[config.mk]
export PLATFORM = sky130hd
export DESIGN_NAME = json_string_unescape_utf8_top
export DESIGN_NICKNAME = d
export VERILOG_FILES = /design/src/hdl/jsu_pkg.sv /design/src/hdl/jsu_front.sv /design/src/hdl/jsu_queue.sv /design/src/hdl/jsu_back.sv /design/src/hdl/json_string_unescape_utf8_top.sv
export SDC_FILE = /design/constraint.sdc
export NUM_CORES = 1
export LEC_CHECK = 0
export BUFFER_PORTS_ARGS = -buffer_cell sky130_fd_sc_hd__clkbuf_2
export CAP_MARGIN = 15
export CORE_MARGIN = 4
export CORE_UTILIZATION = 40
export CTS_BUF_LIST = sky130_fd_sc_hd__clkbuf_16
export CTS_CLUSTER_SIZE = 8
export DETAILED_ROUTE_END_ITERATION = 8
export HOLD_SLACK_MARGIN = 0.06
export SYNTH_ARGS = -nofsm -noshare
export SYNTH_HDL_FRONTEND = slang
export SYNTH_SLANG_ARGS = --single-unit
[constraint.sdc]
create_clock -name i_clk -period 5.9 [get_ports i_clk]
set_clock_uncertainty 0.1 [all_clocks]
set_input_delay 0.295 -clock i_clk [delete_from_list [all_inputs] [get_ports i_clk]]
set_output_delay 0.295 -clock i_clk [all_outputs]
set_load 0.01 [all_outputs]
[src/hdl/jsu_pkg.sv]
// ----------------------------------------------------------------------------
// jsu_pkg
// Shared types, codes and helpers for the JSON string unescaper.
// ----------------------------------------------------------------------------
package jsu_pkg;

    // Depth of the command queue between decoder and serializer
    localparam int QDEPTH = 4;
    localparam int QAW    = (QDEPTH > 1) ? $clog2(QDEPTH) : 1;
    localparam int QCW    = $clog2(QDEPTH + 1);

    // Characters the decoder looks for
    localparam logic [7:0] CH_QUOTE  = 8'h22;
    localparam logic [7:0] CH_BSLASH = 8'h5C;
    localparam logic [7:0] CH_SLASH  = 8'h2F;
    localparam logic [7:0] CH_LC_B   = 8'h62;
    localparam logic [7:0] CH_LC_F   = 8'h66;
    localparam logic [7:0] CH_LC_N   = 8'h6E;
    localparam logic [7:0] CH_LC_R   = 8'h72;
    localparam logic [7:0] CH_LC_T   = 8'h74;
    localparam logic [7:0] CH_LC_U   = 8'h75;
    localparam logic [7:0] CH_BS     = 8'h08;
    localparam logic [7:0] CH_FF     = 8'h0C;
    localparam logic [7:0] CH_LF     = 8'h0A;
    localparam logic [7:0] CH_CR     = 8'h0D;
    localparam logic [7:0] CH_TAB    = 8'h09;
    localparam logic [7:0] CH_SPACE  = 8'h20;

    // Surrogate ranges by the top six bits of a code unit
    localparam logic [5:0] SUR_HI_TAG = 6'b110110;
    localparam logic [5:0] SUR_LO_TAG = 6'b110111;
    localparam logic [20:0] SUP_BASE  = 21'h10000;

    typedef enum logic [2:0] {
        ERR_NONE        = 3'd0,
        ERR_UNTERM      = 3'd1,
        ERR_BAD_ESC     = 3'd2,
        ERR_BAD_HEX     = 3'd3,
        ERR_MISSING_LOW = 3'd4,
        ERR_BAD_LOW     = 3'd5,
        ERR_LONE_LOW    = 3'd6,
        ERR_CONTROL     = 3'd7
    } t_err;

    typedef struct packed {
        logic [7:0] data_byte;
        logic       end_of_text;
    } t_in;

    typedef struct packed {
        logic [7:0] out_byte;
        logic       byte_valid;
        logic       string_done;
        t_err       error_code;
        logic       last;
    } t_out;

    // One queued command: up to four data bytes, or a single done/error beat
    typedef struct packed {
        logic [3:0][7:0] bytes;
        logic [1:0]      last_idx;
        logic            is_data;
        logic            done;
        t_err            err;
    } t_cmd;

    typedef struct packed {
        logic       ok;
        logic [3:0] val;
    } t_hex;

    function automatic t_hex hex_decode(input logic [7:0] b);
        t_hex h;
        h.ok  = 1'b1;
        h.val = 4'd0;
        if (b >= 8'h30 && b <= 8'h39) begin
            h.val = 4'(b - 8'h30);
        end else if (b >= 8'h61 && b <= 8'h66) begin
            h.val = 4'(b - 8'h57);
        end else if (b >= 8'h41 && b <= 8'h46) begin
            h.val = 4'(b - 8'h37);
        end else begin
            h.ok = 1'b0;
        end
        return h;
    endfunction

    function automatic t_cmd byte_cmd(input logic [7:0] b);
        t_cmd c;
        c          = '0;
        c.is_data  = 1'b1;
        c.bytes[0] = b;
        return c;
    endfunction

    function automatic t_cmd err_cmd(input t_err e);
        t_cmd c;
        c     = '0;
        c.err = e;
        return c;
    endfunction

    function automatic t_cmd done_cmd();
        t_cmd c;
        c      = '0;
        c.done = 1'b1;
        return c;
    endfunction

    function automatic t_cmd utf8_cmd(input logic [20:0] cp);
        t_cmd c;
        c         = '0;
        c.is_data = 1'b1;
        if (cp < 21'h80) begin
            c.bytes[0] = cp[7:0];
            c.last_idx = 2'd0;
        end else if (cp < 21'h800) begin
            c.bytes[0] = {3'b110, cp[10:6]};
            c.bytes[1] = {2'b10, cp[5:0]};
            c.last_idx = 2'd1;
        end else if (cp < 21'h10000) begin
            c.bytes[0] = {4'b1110, cp[15:12]};
            c.bytes[1] = {2'b10, cp[11:6]};
            c.bytes[2] = {2'b10, cp[5:0]};
            c.last_idx = 2'd2;
        end else begin
            c.bytes[0] = {5'b11110, cp[20:18]};
            c.bytes[1] = {2'b10, cp[17:12]};
            c.bytes[2] = {2'b10, cp[11:6]};
            c.bytes[3] = {2'b10, cp[5:0]};
            c.last_idx = 2'd3;
        end
        return c;
    endfunction

endpackage

[src/hdl/jsu_front.sv]
// ----------------------------------------------------------------------------
// jsu_front
// Escape decoder: takes one body byte per beat, tracks escape and surrogate
// state and pushes a command per byte that produces output.
// ----------------------------------------------------------------------------
module jsu_front (
    input  logic          i_clk,
    input  logic          i_rst_n,
    input  logic          i_in_valid,
    output logic          o_in_stall,
    input  jsu_pkg::t_in  i_in,
    input  logic          i_full,
    output logic          o_push,
    output jsu_pkg::t_cmd o_cmd
);
    import jsu_pkg::*;

    typedef enum logic [2:0] {
        S_NORMAL,
        S_ESC,
        S_HI,
        S_WANT_BS,
        S_WANT_U,
        S_LO
    } t_state;

    t_state      r_state, n_state;
    logic [1:0]  r_cnt, n_cnt;
    logic [11:0] r_acc, n_acc;
    logic [9:0]  r_hs, n_hs;

    logic        accept;
    logic [7:0]  b;
    t_hex        hx;
    logic [15:0] cp_bmp;
    logic [20:0] cp_sup;
    logic        do_fail;
    t_err        fail_code;
    logic        go_idle;

    assign o_in_stall = i_full;
    assign accept     = i_in_valid && !i_full;
    assign b          = i_in.data_byte;
    assign hx         = hex_decode(b);
    assign cp_bmp     = {r_acc, hx.val};
    assign cp_sup     = SUP_BASE + {1'b0, r_hs, cp_bmp[9:0]};

    always_comb begin
        n_state   = r_state;
        n_cnt     = r_cnt;
        n_acc     = r_acc;
        n_hs      = r_hs;
        o_push    = 1'b0;
        o_cmd     = '0;
        do_fail   = 1'b0;
        fail_code = ERR_NONE;
        go_idle   = 1'b0;

        if (accept) begin
            if (i_in.end_of_text) begin
                do_fail   = 1'b1;
                fail_code = ERR_UNTERM;
            end else begin
                unique case (r_state) inside
                    S_NORMAL: begin
                        if (b == CH_QUOTE) begin
                            o_push  = 1'b1;
                            o_cmd   = done_cmd();
                            go_idle = 1'b1;
                        end else if (b == CH_BSLASH) begin
                            n_state = S_ESC;
                        end else if (b < CH_SPACE) begin
                            do_fail   = 1'b1;
                            fail_code = ERR_CONTROL;
                        end else begin
                            o_push = 1'b1;
                            o_cmd  = byte_cmd(b);
                        end
                    end
                    S_ESC: begin
                        n_state = S_NORMAL;
                        o_push  = 1'b1;
                        unique case (b) inside
                            CH_QUOTE, CH_BSLASH, CH_SLASH: o_cmd = byte_cmd(b);
                            CH_LC_B: o_cmd = byte_cmd(CH_BS);
                            CH_LC_F: o_cmd = byte_cmd(CH_FF);
                            CH_LC_N: o_cmd = byte_cmd(CH_LF);
                            CH_LC_R: o_cmd = byte_cmd(CH_CR);
                            CH_LC_T: o_cmd = byte_cmd(CH_TAB);
                            CH_LC_U: begin
                                o_push  = 1'b0;
                                n_state = S_HI;
                                n_cnt   = 2'd0;
                                n_acc   = '0;
                            end
                            default: begin
                                o_push    = 1'b0;
                                do_fail   = 1'b1;
                                fail_code = ERR_BAD_ESC;
                            end
                        endcase
                    end
                    S_HI, S_LO: begin
                        if (!hx.ok) begin
                            do_fail   = 1'b1;
                            fail_code = ERR_BAD_HEX;
                        end else if (r_cnt != 2'd3) begin
                            n_acc = {r_acc[7:0], hx.val};
                            n_cnt = r_cnt + 2'd1;
                        end else if (r_state == S_HI) begin
                            if (cp_bmp[15:10] == SUR_HI_TAG) begin
                                n_hs    = cp_bmp[9:0];
                                n_acc   = '0;
                                n_cnt   = 2'd0;
                                n_state = S_WANT_BS;
                            end else if (cp_bmp[15:10] == SUR_LO_TAG) begin
                                do_fail   = 1'b1;
                                fail_code = ERR_LONE_LOW;
                            end else begin
                                o_push  = 1'b1;
                                o_cmd   = utf8_cmd({5'd0, cp_bmp});
                                go_idle = 1'b1;
                            end
                        end else begin
                            if (cp_bmp[15:10] != SUR_LO_TAG) begin
                                do_fail   = 1'b1;
                                fail_code = ERR_BAD_LOW;
                            end else begin
                                o_push  = 1'b1;
                                o_cmd   = utf8_cmd(cp_sup);
                                go_idle = 1'b1;
                            end
                        end
                    end
                    S_WANT_BS: begin
                        if (b != CH_BSLASH) begin
                            do_fail   = 1'b1;
                            fail_code = ERR_MISSING_LOW;
                        end else begin
                            n_state = S_WANT_U;
                        end
                    end
                    S_WANT_U: begin
                        if (b != CH_LC_U) begin
                            do_fail   = 1'b1;
                            fail_code = ERR_MISSING_LOW;
                        end else begin
                            n_state = S_LO;
                            n_cnt   = 2'd0;
                            n_acc   = '0;
                        end
                    end
                    default: begin
                        go_idle = 1'b1;
                    end
                endcase
            end

            if (do_fail) begin
                o_push  = 1'b1;
                o_cmd   = err_cmd(fail_code);
                go_idle = 1'b1;
            end
            if (go_idle) begin
                n_state = S_NORMAL;
                n_cnt   = 2'd0;
                n_acc   = '0;
                n_hs    = '0;
            end
        end
    end

    always_ff @(posedge i_clk) begin
        if (!i_rst_n) begin
            r_state <= S_NORMAL;
            r_cnt   <= 2'd0;
            r_acc   <= '0;
            r_hs    <= '0;
        end else begin
            r_state <= n_state;
            r_cnt   <= n_cnt;
            r_acc   <= n_acc;
            r_hs    <= n_hs;
        end
    end

endmodule

[src/hdl/jsu_queue.sv]
// ----------------------------------------------------------------------------
// jsu_queue
// Small register queue of decoded commands between decoder and serializer.
// ----------------------------------------------------------------------------
module jsu_queue (
    input  logic          i_clk,
    input  logic          i_rst_n,
    input  logic          i_push,
    input  jsu_pkg::t_cmd i_wdata,
    output logic          o_full,
    input  logic          i_pop,
    output jsu_pkg::t_cmd o_rdata,
    output logic          o_empty
);
    import jsu_pkg::*;

    t_cmd           r_mem [QDEPTH];
    logic [QAW-1:0] r_wr, r_rd;
    logic [QCW-1:0] r_cnt;

    assign o_full  = (r_cnt == QCW'(QDEPTH));
    assign o_empty = (r_cnt == '0);
    assign o_rdata = r_mem[r_rd];

    function automatic logic [QAW-1:0] ptr_inc(input logic [QAW-1:0] p);
        return (p == QAW'(QDEPTH - 1)) ? '0 : p + QAW'(1);
    endfunction

    always_ff @(posedge i_clk) begin
        if (!i_rst_n) begin
            r_wr  <= '0;
            r_rd  <= '0;
            r_cnt <= '0;
        end else begin
            if (i_push) begin
                r_wr <= ptr_inc(r_wr);
            end
            if (i_pop) begin
                r_rd <= ptr_inc(r_rd);
            end
            if (i_push && !i_pop) begin
                r_cnt <= r_cnt + QCW'(1);
            end else if (!i_push && i_pop) begin
                r_cnt <= r_cnt - QCW'(1);
            end
        end
    end

    always_ff @(posedge i_clk) begin
        if (i_push) begin
            r_mem[r_wr] <= i_wdata;
        end
    end

endmodule

[src/hdl/jsu_back.sv]
// ----------------------------------------------------------------------------
// jsu_back
// Serializer: while the output is not stalled, walks the head command one
// beat per cycle into the output register and pops it after its last beat.
// ----------------------------------------------------------------------------
module jsu_back (
    input  logic          i_clk,
    input  logic          i_rst_n,
    input  logic          i_empty,
    input  jsu_pkg::t_cmd i_head,
    output logic          o_pop,
    output logic          o_out_valid,
    input  logic          i_out_stall,
    output jsu_pkg::t_out o_out
);
    import jsu_pkg::*;

    logic       r_out_valid;
    t_out       r_out;
    logic [1:0] r_idx;

    logic       adv;
    logic       take;
    logic       at_last;
    t_out       res;

    assign adv     = !r_out_valid || !i_out_stall;
    assign take    = adv && !i_empty;
    assign at_last = (r_idx == i_head.last_idx);
    assign o_pop   = take && at_last;

    always_comb begin
        res.out_byte    = i_head.is_data ? i_head.bytes[r_idx] : 8'd0;
        res.byte_valid  = i_head.is_data;
        res.string_done = i_head.done;
        res.error_code  = i_head.err;
        res.last        = at_last;
    end

    always_ff @(posedge i_clk) begin
        if (!i_rst_n) begin
            r_out_valid <= 1'b0;
            r_idx       <= 2'd0;
        end else if (adv) begin
            r_out_valid <= !i_empty;
            if (take) begin
                r_idx <= at_last ? 2'd0 : r_idx + 2'd1;
            end
        end
    end

    always_ff @(posedge i_clk) begin
        if (take) begin
            r_out <= res;
        end
    end

    assign o_out_valid = r_out_valid;
    assign o_out       = r_out;

endmodule

[src/hdl/json_string_unescape_utf8_top.sv]
// ----------------------------------------------------------------------------
// json_string_unescape_utf8_top
// JSON string body unescaper with UTF-8 output.
// ----------------------------------------------------------------------------
// Input channel (i_in_valid / o_in_stall / i_in): one body byte per beat,
// starting after the opening quote; end_of_text set ends the text.
// Output channel (o_out_valid / i_out_stall / o_out): decoded bytes, one per
// beat, or a single done or error beat; last marks the final beat caused by
// an input byte. Escape prefixes and leading hex digits produce no beat.
// A beat reaches o_out through the command queue and the output register.
// Throughput: one input byte per cycle unless o_in_stall is high. A \u
// escape expands to up to four output beats, drained at one per cycle by the
// serializer while not stalled; long multi-byte bursts run at the output rate.
// A four-entry command queue separates decoder and serializer; o_in_stall
// rises only when that queue is full.
// Reset (synchronous, active low) returns the decoder to the normal body
// state and empties the queue and output register.
// While i_out_stall is high the output beat holds; the decoder keeps taking
// bytes until the queue fills.
// ----------------------------------------------------------------------------
module json_string_unescape_utf8_top (
    input  logic          i_clk,
    input  logic          i_rst_n,
    input  logic          i_in_valid,
    output logic          o_in_stall,
    input  jsu_pkg::t_in  i_in,
    output logic          o_out_valid,
    input  logic          i_out_stall,
    output jsu_pkg::t_out o_out
);
    import jsu_pkg::*;

    logic q_push;
    logic q_full;
    logic q_pop;
    logic q_empty;
    t_cmd q_wdata;
    t_cmd q_head;

    jsu_front u_front (
        .i_clk      (i_clk),
        .i_rst_n    (i_rst_n),
        .i_in_valid (i_in_valid),
        .o_in_stall (o_in_stall),
        .i_in       (i_in),
        .i_full     (q_full),
        .o_push     (q_push),
        .o_cmd      (q_wdata)
    );

    jsu_queue u_queue (
        .i_clk   (i_clk),
        .i_rst_n (i_rst_n),
        .i_push  (q_push),
        .i_wdata (q_wdata),
        .o_full  (q_full),
        .i_pop   (q_pop),
        .o_rdata (q_head),
        .o_empty (q_empty)
    );

    jsu_back u_back (
        .i_clk       (i_clk),
        .i_rst_n     (i_rst_n),
        .i_empty     (q_empty),
        .i_head      (q_head),
        .o_pop       (q_pop),
        .o_out_valid (o_out_valid),
        .i_out_stall (i_out_stall),
        .o_out       (o_out)
    );

endmodule

==> run_results.csv <==
group,metric,value,unit
route,routed_wirelength,22900,um
synthesis,syn_inst,711,
final_layout,fillers,2137,
cts,cts_buffers,17,
critical_path,cp-end-kind,"flop",
synthesis,syn_nets,737,
synthesis,synth.distinct_cells,92,
placement,hpwl,15700,um
final_layout,final_layout_size_suffix_gt1_share,21.1,%
synthesis,synth_area_leaders,"edfxtp_1 (49%), mux4_2 (9.8%), dfxtp_1 (8.2%)",
sta,fin_crit,3.99,ns
sta,timing.fmax,251,MHz
placement,io_buffer_count,28,
die,die_h,162,um
power_and_ir_drop,p_comb_share,21.2,%
route,dr_total_vias,6320,
final_layout,fin_util,45.1,%
power_and_ir_drop,pwr-share-clk,31.4,%
critical_path,crit_path_max_fanout,18,
power_and_ir_drop,power_density,355,nW/um^2
hold_path,hold_class,"in2reg",
die,die_area,26200,um^2
cts,clock_path_buffers,2,
die,dieWidth,162,um
final_layout,antenna_cells,0,
synthesis,synth_ff_type,"edfxtp_1",
die,floorplan.initialDensity,40.5,%
final_layout,finalNetCount,758,
cts,path_clk_slew,0.08,ns
cts,cts_tree,"built",
global_route,antenna_found_initial,0,
power_and_ir_drop,internal-power,2680,uW
global_route,grt_pass1_vias,6329,
global_route,gr-total-overflow,0,
power_and_ir_drop,power.leakage,0.00339,uW
sta,finalHoldViolations,0,
final_layout,area_growth,11.5,%
synthesis,yosysWarnings,0,
placement,place_congestion,0.944,
die,core-area,23400,um^2
outcome,outcome,"completed",
cts,h-tree-depth,4,
synthesis,synth-seq-cells,193,
synthesis,synth_enable_flop_cells,154,
route,vias_per_cell,5.94,
job,drv_cap,0,
sta,slew_headroom,24.8,%
critical_path,cp.required,6.15,ns
die,boundaryPins,29,
power_and_ir_drop,sw_frac_of_total,28.5,%
sta,layout_setup_ws,1.91,ns
synthesis,synth_area_per_cell,13.3,um^2
global_route,grt_usage,17.8,%
cts,cts.repair.resized,0,
route,drt-initial-drc-count,433,
die,core.rowCount,56,
cts,cts_root_buffer,"clkbuf_16",
cts,postCtsSetupBuffers,0,
final_layout,multi_input_area,3850,um^2
sta,fin_setup_tns,0,ns
synthesis,synth_top_area_share,48.8,%
sta,finalMaxSlewViolations,0,
cts,cts_sinks,193,
route,dr.pass1.iters,5,
global_route,grt_pass1_wl,36300,um
final_layout,seq_area,5410,um^2
synthesis,synth_area_leader_cell,"edfxtp_1",
power_and_ir_drop,switchingPower,1070,uW
synthesis,syn_area,9470,um^2
critical_path,cp-start-kind,"flop",
cts,clk_latency,0.43,ns
power_and_ir_drop,seqPwrFrac,47.4,%
route,drc_errors,0,
synthesis,ys_async_sr_fraction,0,%
critical_path,worstSetupPathType,"reg2reg",
synthesis,yosysSeqAreaShare,57.1,%
global_route,grt_max_degree,36,
route,ant_nets,0,
critical_path,reg2reg_slack,1.91,ns
critical_path,arrival,4.24,ns
sta,fin_crit_sh,67.6,%
route,routedWlPerCell,21.5,um
sta,rsz0062_at_grt,"false",
power_and_ir_drop,ir_drop,0.185,mV
sta,worst_pin_slew,1.12,ns
placement,dp_slack,1.78,ns
sta,setup_viol,0,
==> timing repair <==
action / CTS / global route
hold endpoints to repair: 1 / 0
hold buffers: 1 / 0
setup endpoints to repair: 0 / 0
==> placed cells by master, fill, tap and decap left out, types with 11 or more instances in the layout <==
cell         n
nor3_1      15
a21oi_1     31
o21ai_0     30
edfxtp_1   154
ha_1        12
dfxtp_1     38
clkbuf_2    28
a22o_1      16
inv_1       14
nor2b_1     18
mux4_2      41
nand3_1     11
nor2_1      51
clkbuf_16   17
nand2_1     43
==> metrics by stage <==
stage	hold WS [ns]	power [uW]	instances	instance area, um^2
2_1_floorplan	0.345	2370	711	9470
3_3_place_gp	0.373	2600	1031	9920
3_5_place_dp	0.383	2620	1031	9920
4_1_cts	0.207	3800	1064	10600
5_1_grt	0.241	3930	1064	10600
6_report	0.219	3750	1064	10600
==> critical path: stages (launching register included) <==
cell       delay, ns
dfxtp_1         0.63
or3b_1          0.64
nand3_1         0.27
a21oi_1         0.26
a2111oi_0       0.18
a31oi_2         0.45
ha_1            0.26
inv_1           0.06
fa_1            0.38
xor2_1          0.18
or3_1           0.31
a21boi_0        0.19
==> path summary, 6_finish.rpt <==
kind,startpoint,end,cells after the start
worst min register to register,u_front.r_cnt[1],u_front.r_cnt[1],2
worst max-delay path,u_front.r_state[2],u_queue.r_cnt[2],11
worst max register to register,u_front.r_state[2],u_queue.r_cnt[2],11
worst min-delay path,i_rst_n,u_back.r_idx[0],2
==> synth_stat cells, types with 12 or more instances <==
| cell | count |
|---|---|
| dfxtp_1 | 39 |
| nor2b_1 | 18 |
| mux4_2 | 41 |
| inv_1 | 14 |
| ha_1 | 12 |
| a22o_1 | 16 |
| o21ai_0 | 30 |
| clkbuf_1 | 21 |
| a21oi_1 | 32 |
| nor2_1 | 51 |
| nand2_1 | 43 |
| nor3_1 | 15 |
| edfxtp_1 | 154 |
==> state kept, by name, indices dropped and copies added, names as in the netlist, named ones only <==
signal              cells
u_queue.r_mem         140
u_front.r_cnt           2
u_front.r_state         3
u_back.o_out_valid      1
u_front.r_acc          12
u_queue.r_rd            2
u_queue.r_cnt           3
u_back.r_idx            2
u_front.r_hs           10
u_queue.r_wr            2
u_back.o_out           14
==> power by group through the flow <==
stage | clock network (uW) | registers (uW) | logic [uW]
after global routing | 1260 | 1800 | 873
after CTS | 1200 | 1780 | 812
after floorplan | 0 | 1780 | 590
after detailed placement | 0 | 1810 | 808
final | 1180 | 1780 | 796
after global placement | 0 | 1810 | 796
==> layer usage <==
| metal | GRT usage (%) | wire [um] | vias to the layer above |
|---|---|---|---|
| met5 | 0 | 0 | - |
| met1 | 24.8 | 10300 | 3184 |
| met4 | 5.15 | 478 | 0 |
| met3 | 2.79 | 1160 | 40 |
| met2 | 29.2 | 11000 | 221 |
| li1 | - | - | 2875 |
==> cell type report <==
| type | count | share of cell area [%] |
|---|---|---|
| well taps | 319 | 3.78 |
| inverters | 15 | 0.533 |
| flip-flops and latches | 193 | 51.2 |
| repair buffers | 39 | 2.13 |
| clock buffers | 17 | 4.03 |
| multi-input cells | 466 | 36.4 |
| clock inverters | 15 | 1.87 |
==> cells by family after synthesis <==
logic type,after synthesis,synth area share (%)
muxes,51,10.8
buffers and inverters,52,2.33
adders and majority gates,13,1.80
xor gates and xnor gates,6,0.555
AOI/OAI and AO/OA,170,13.3
DFF,193,57.1
and+or+nand+nor,226,14.1
(Power assumes the default switching activity.)
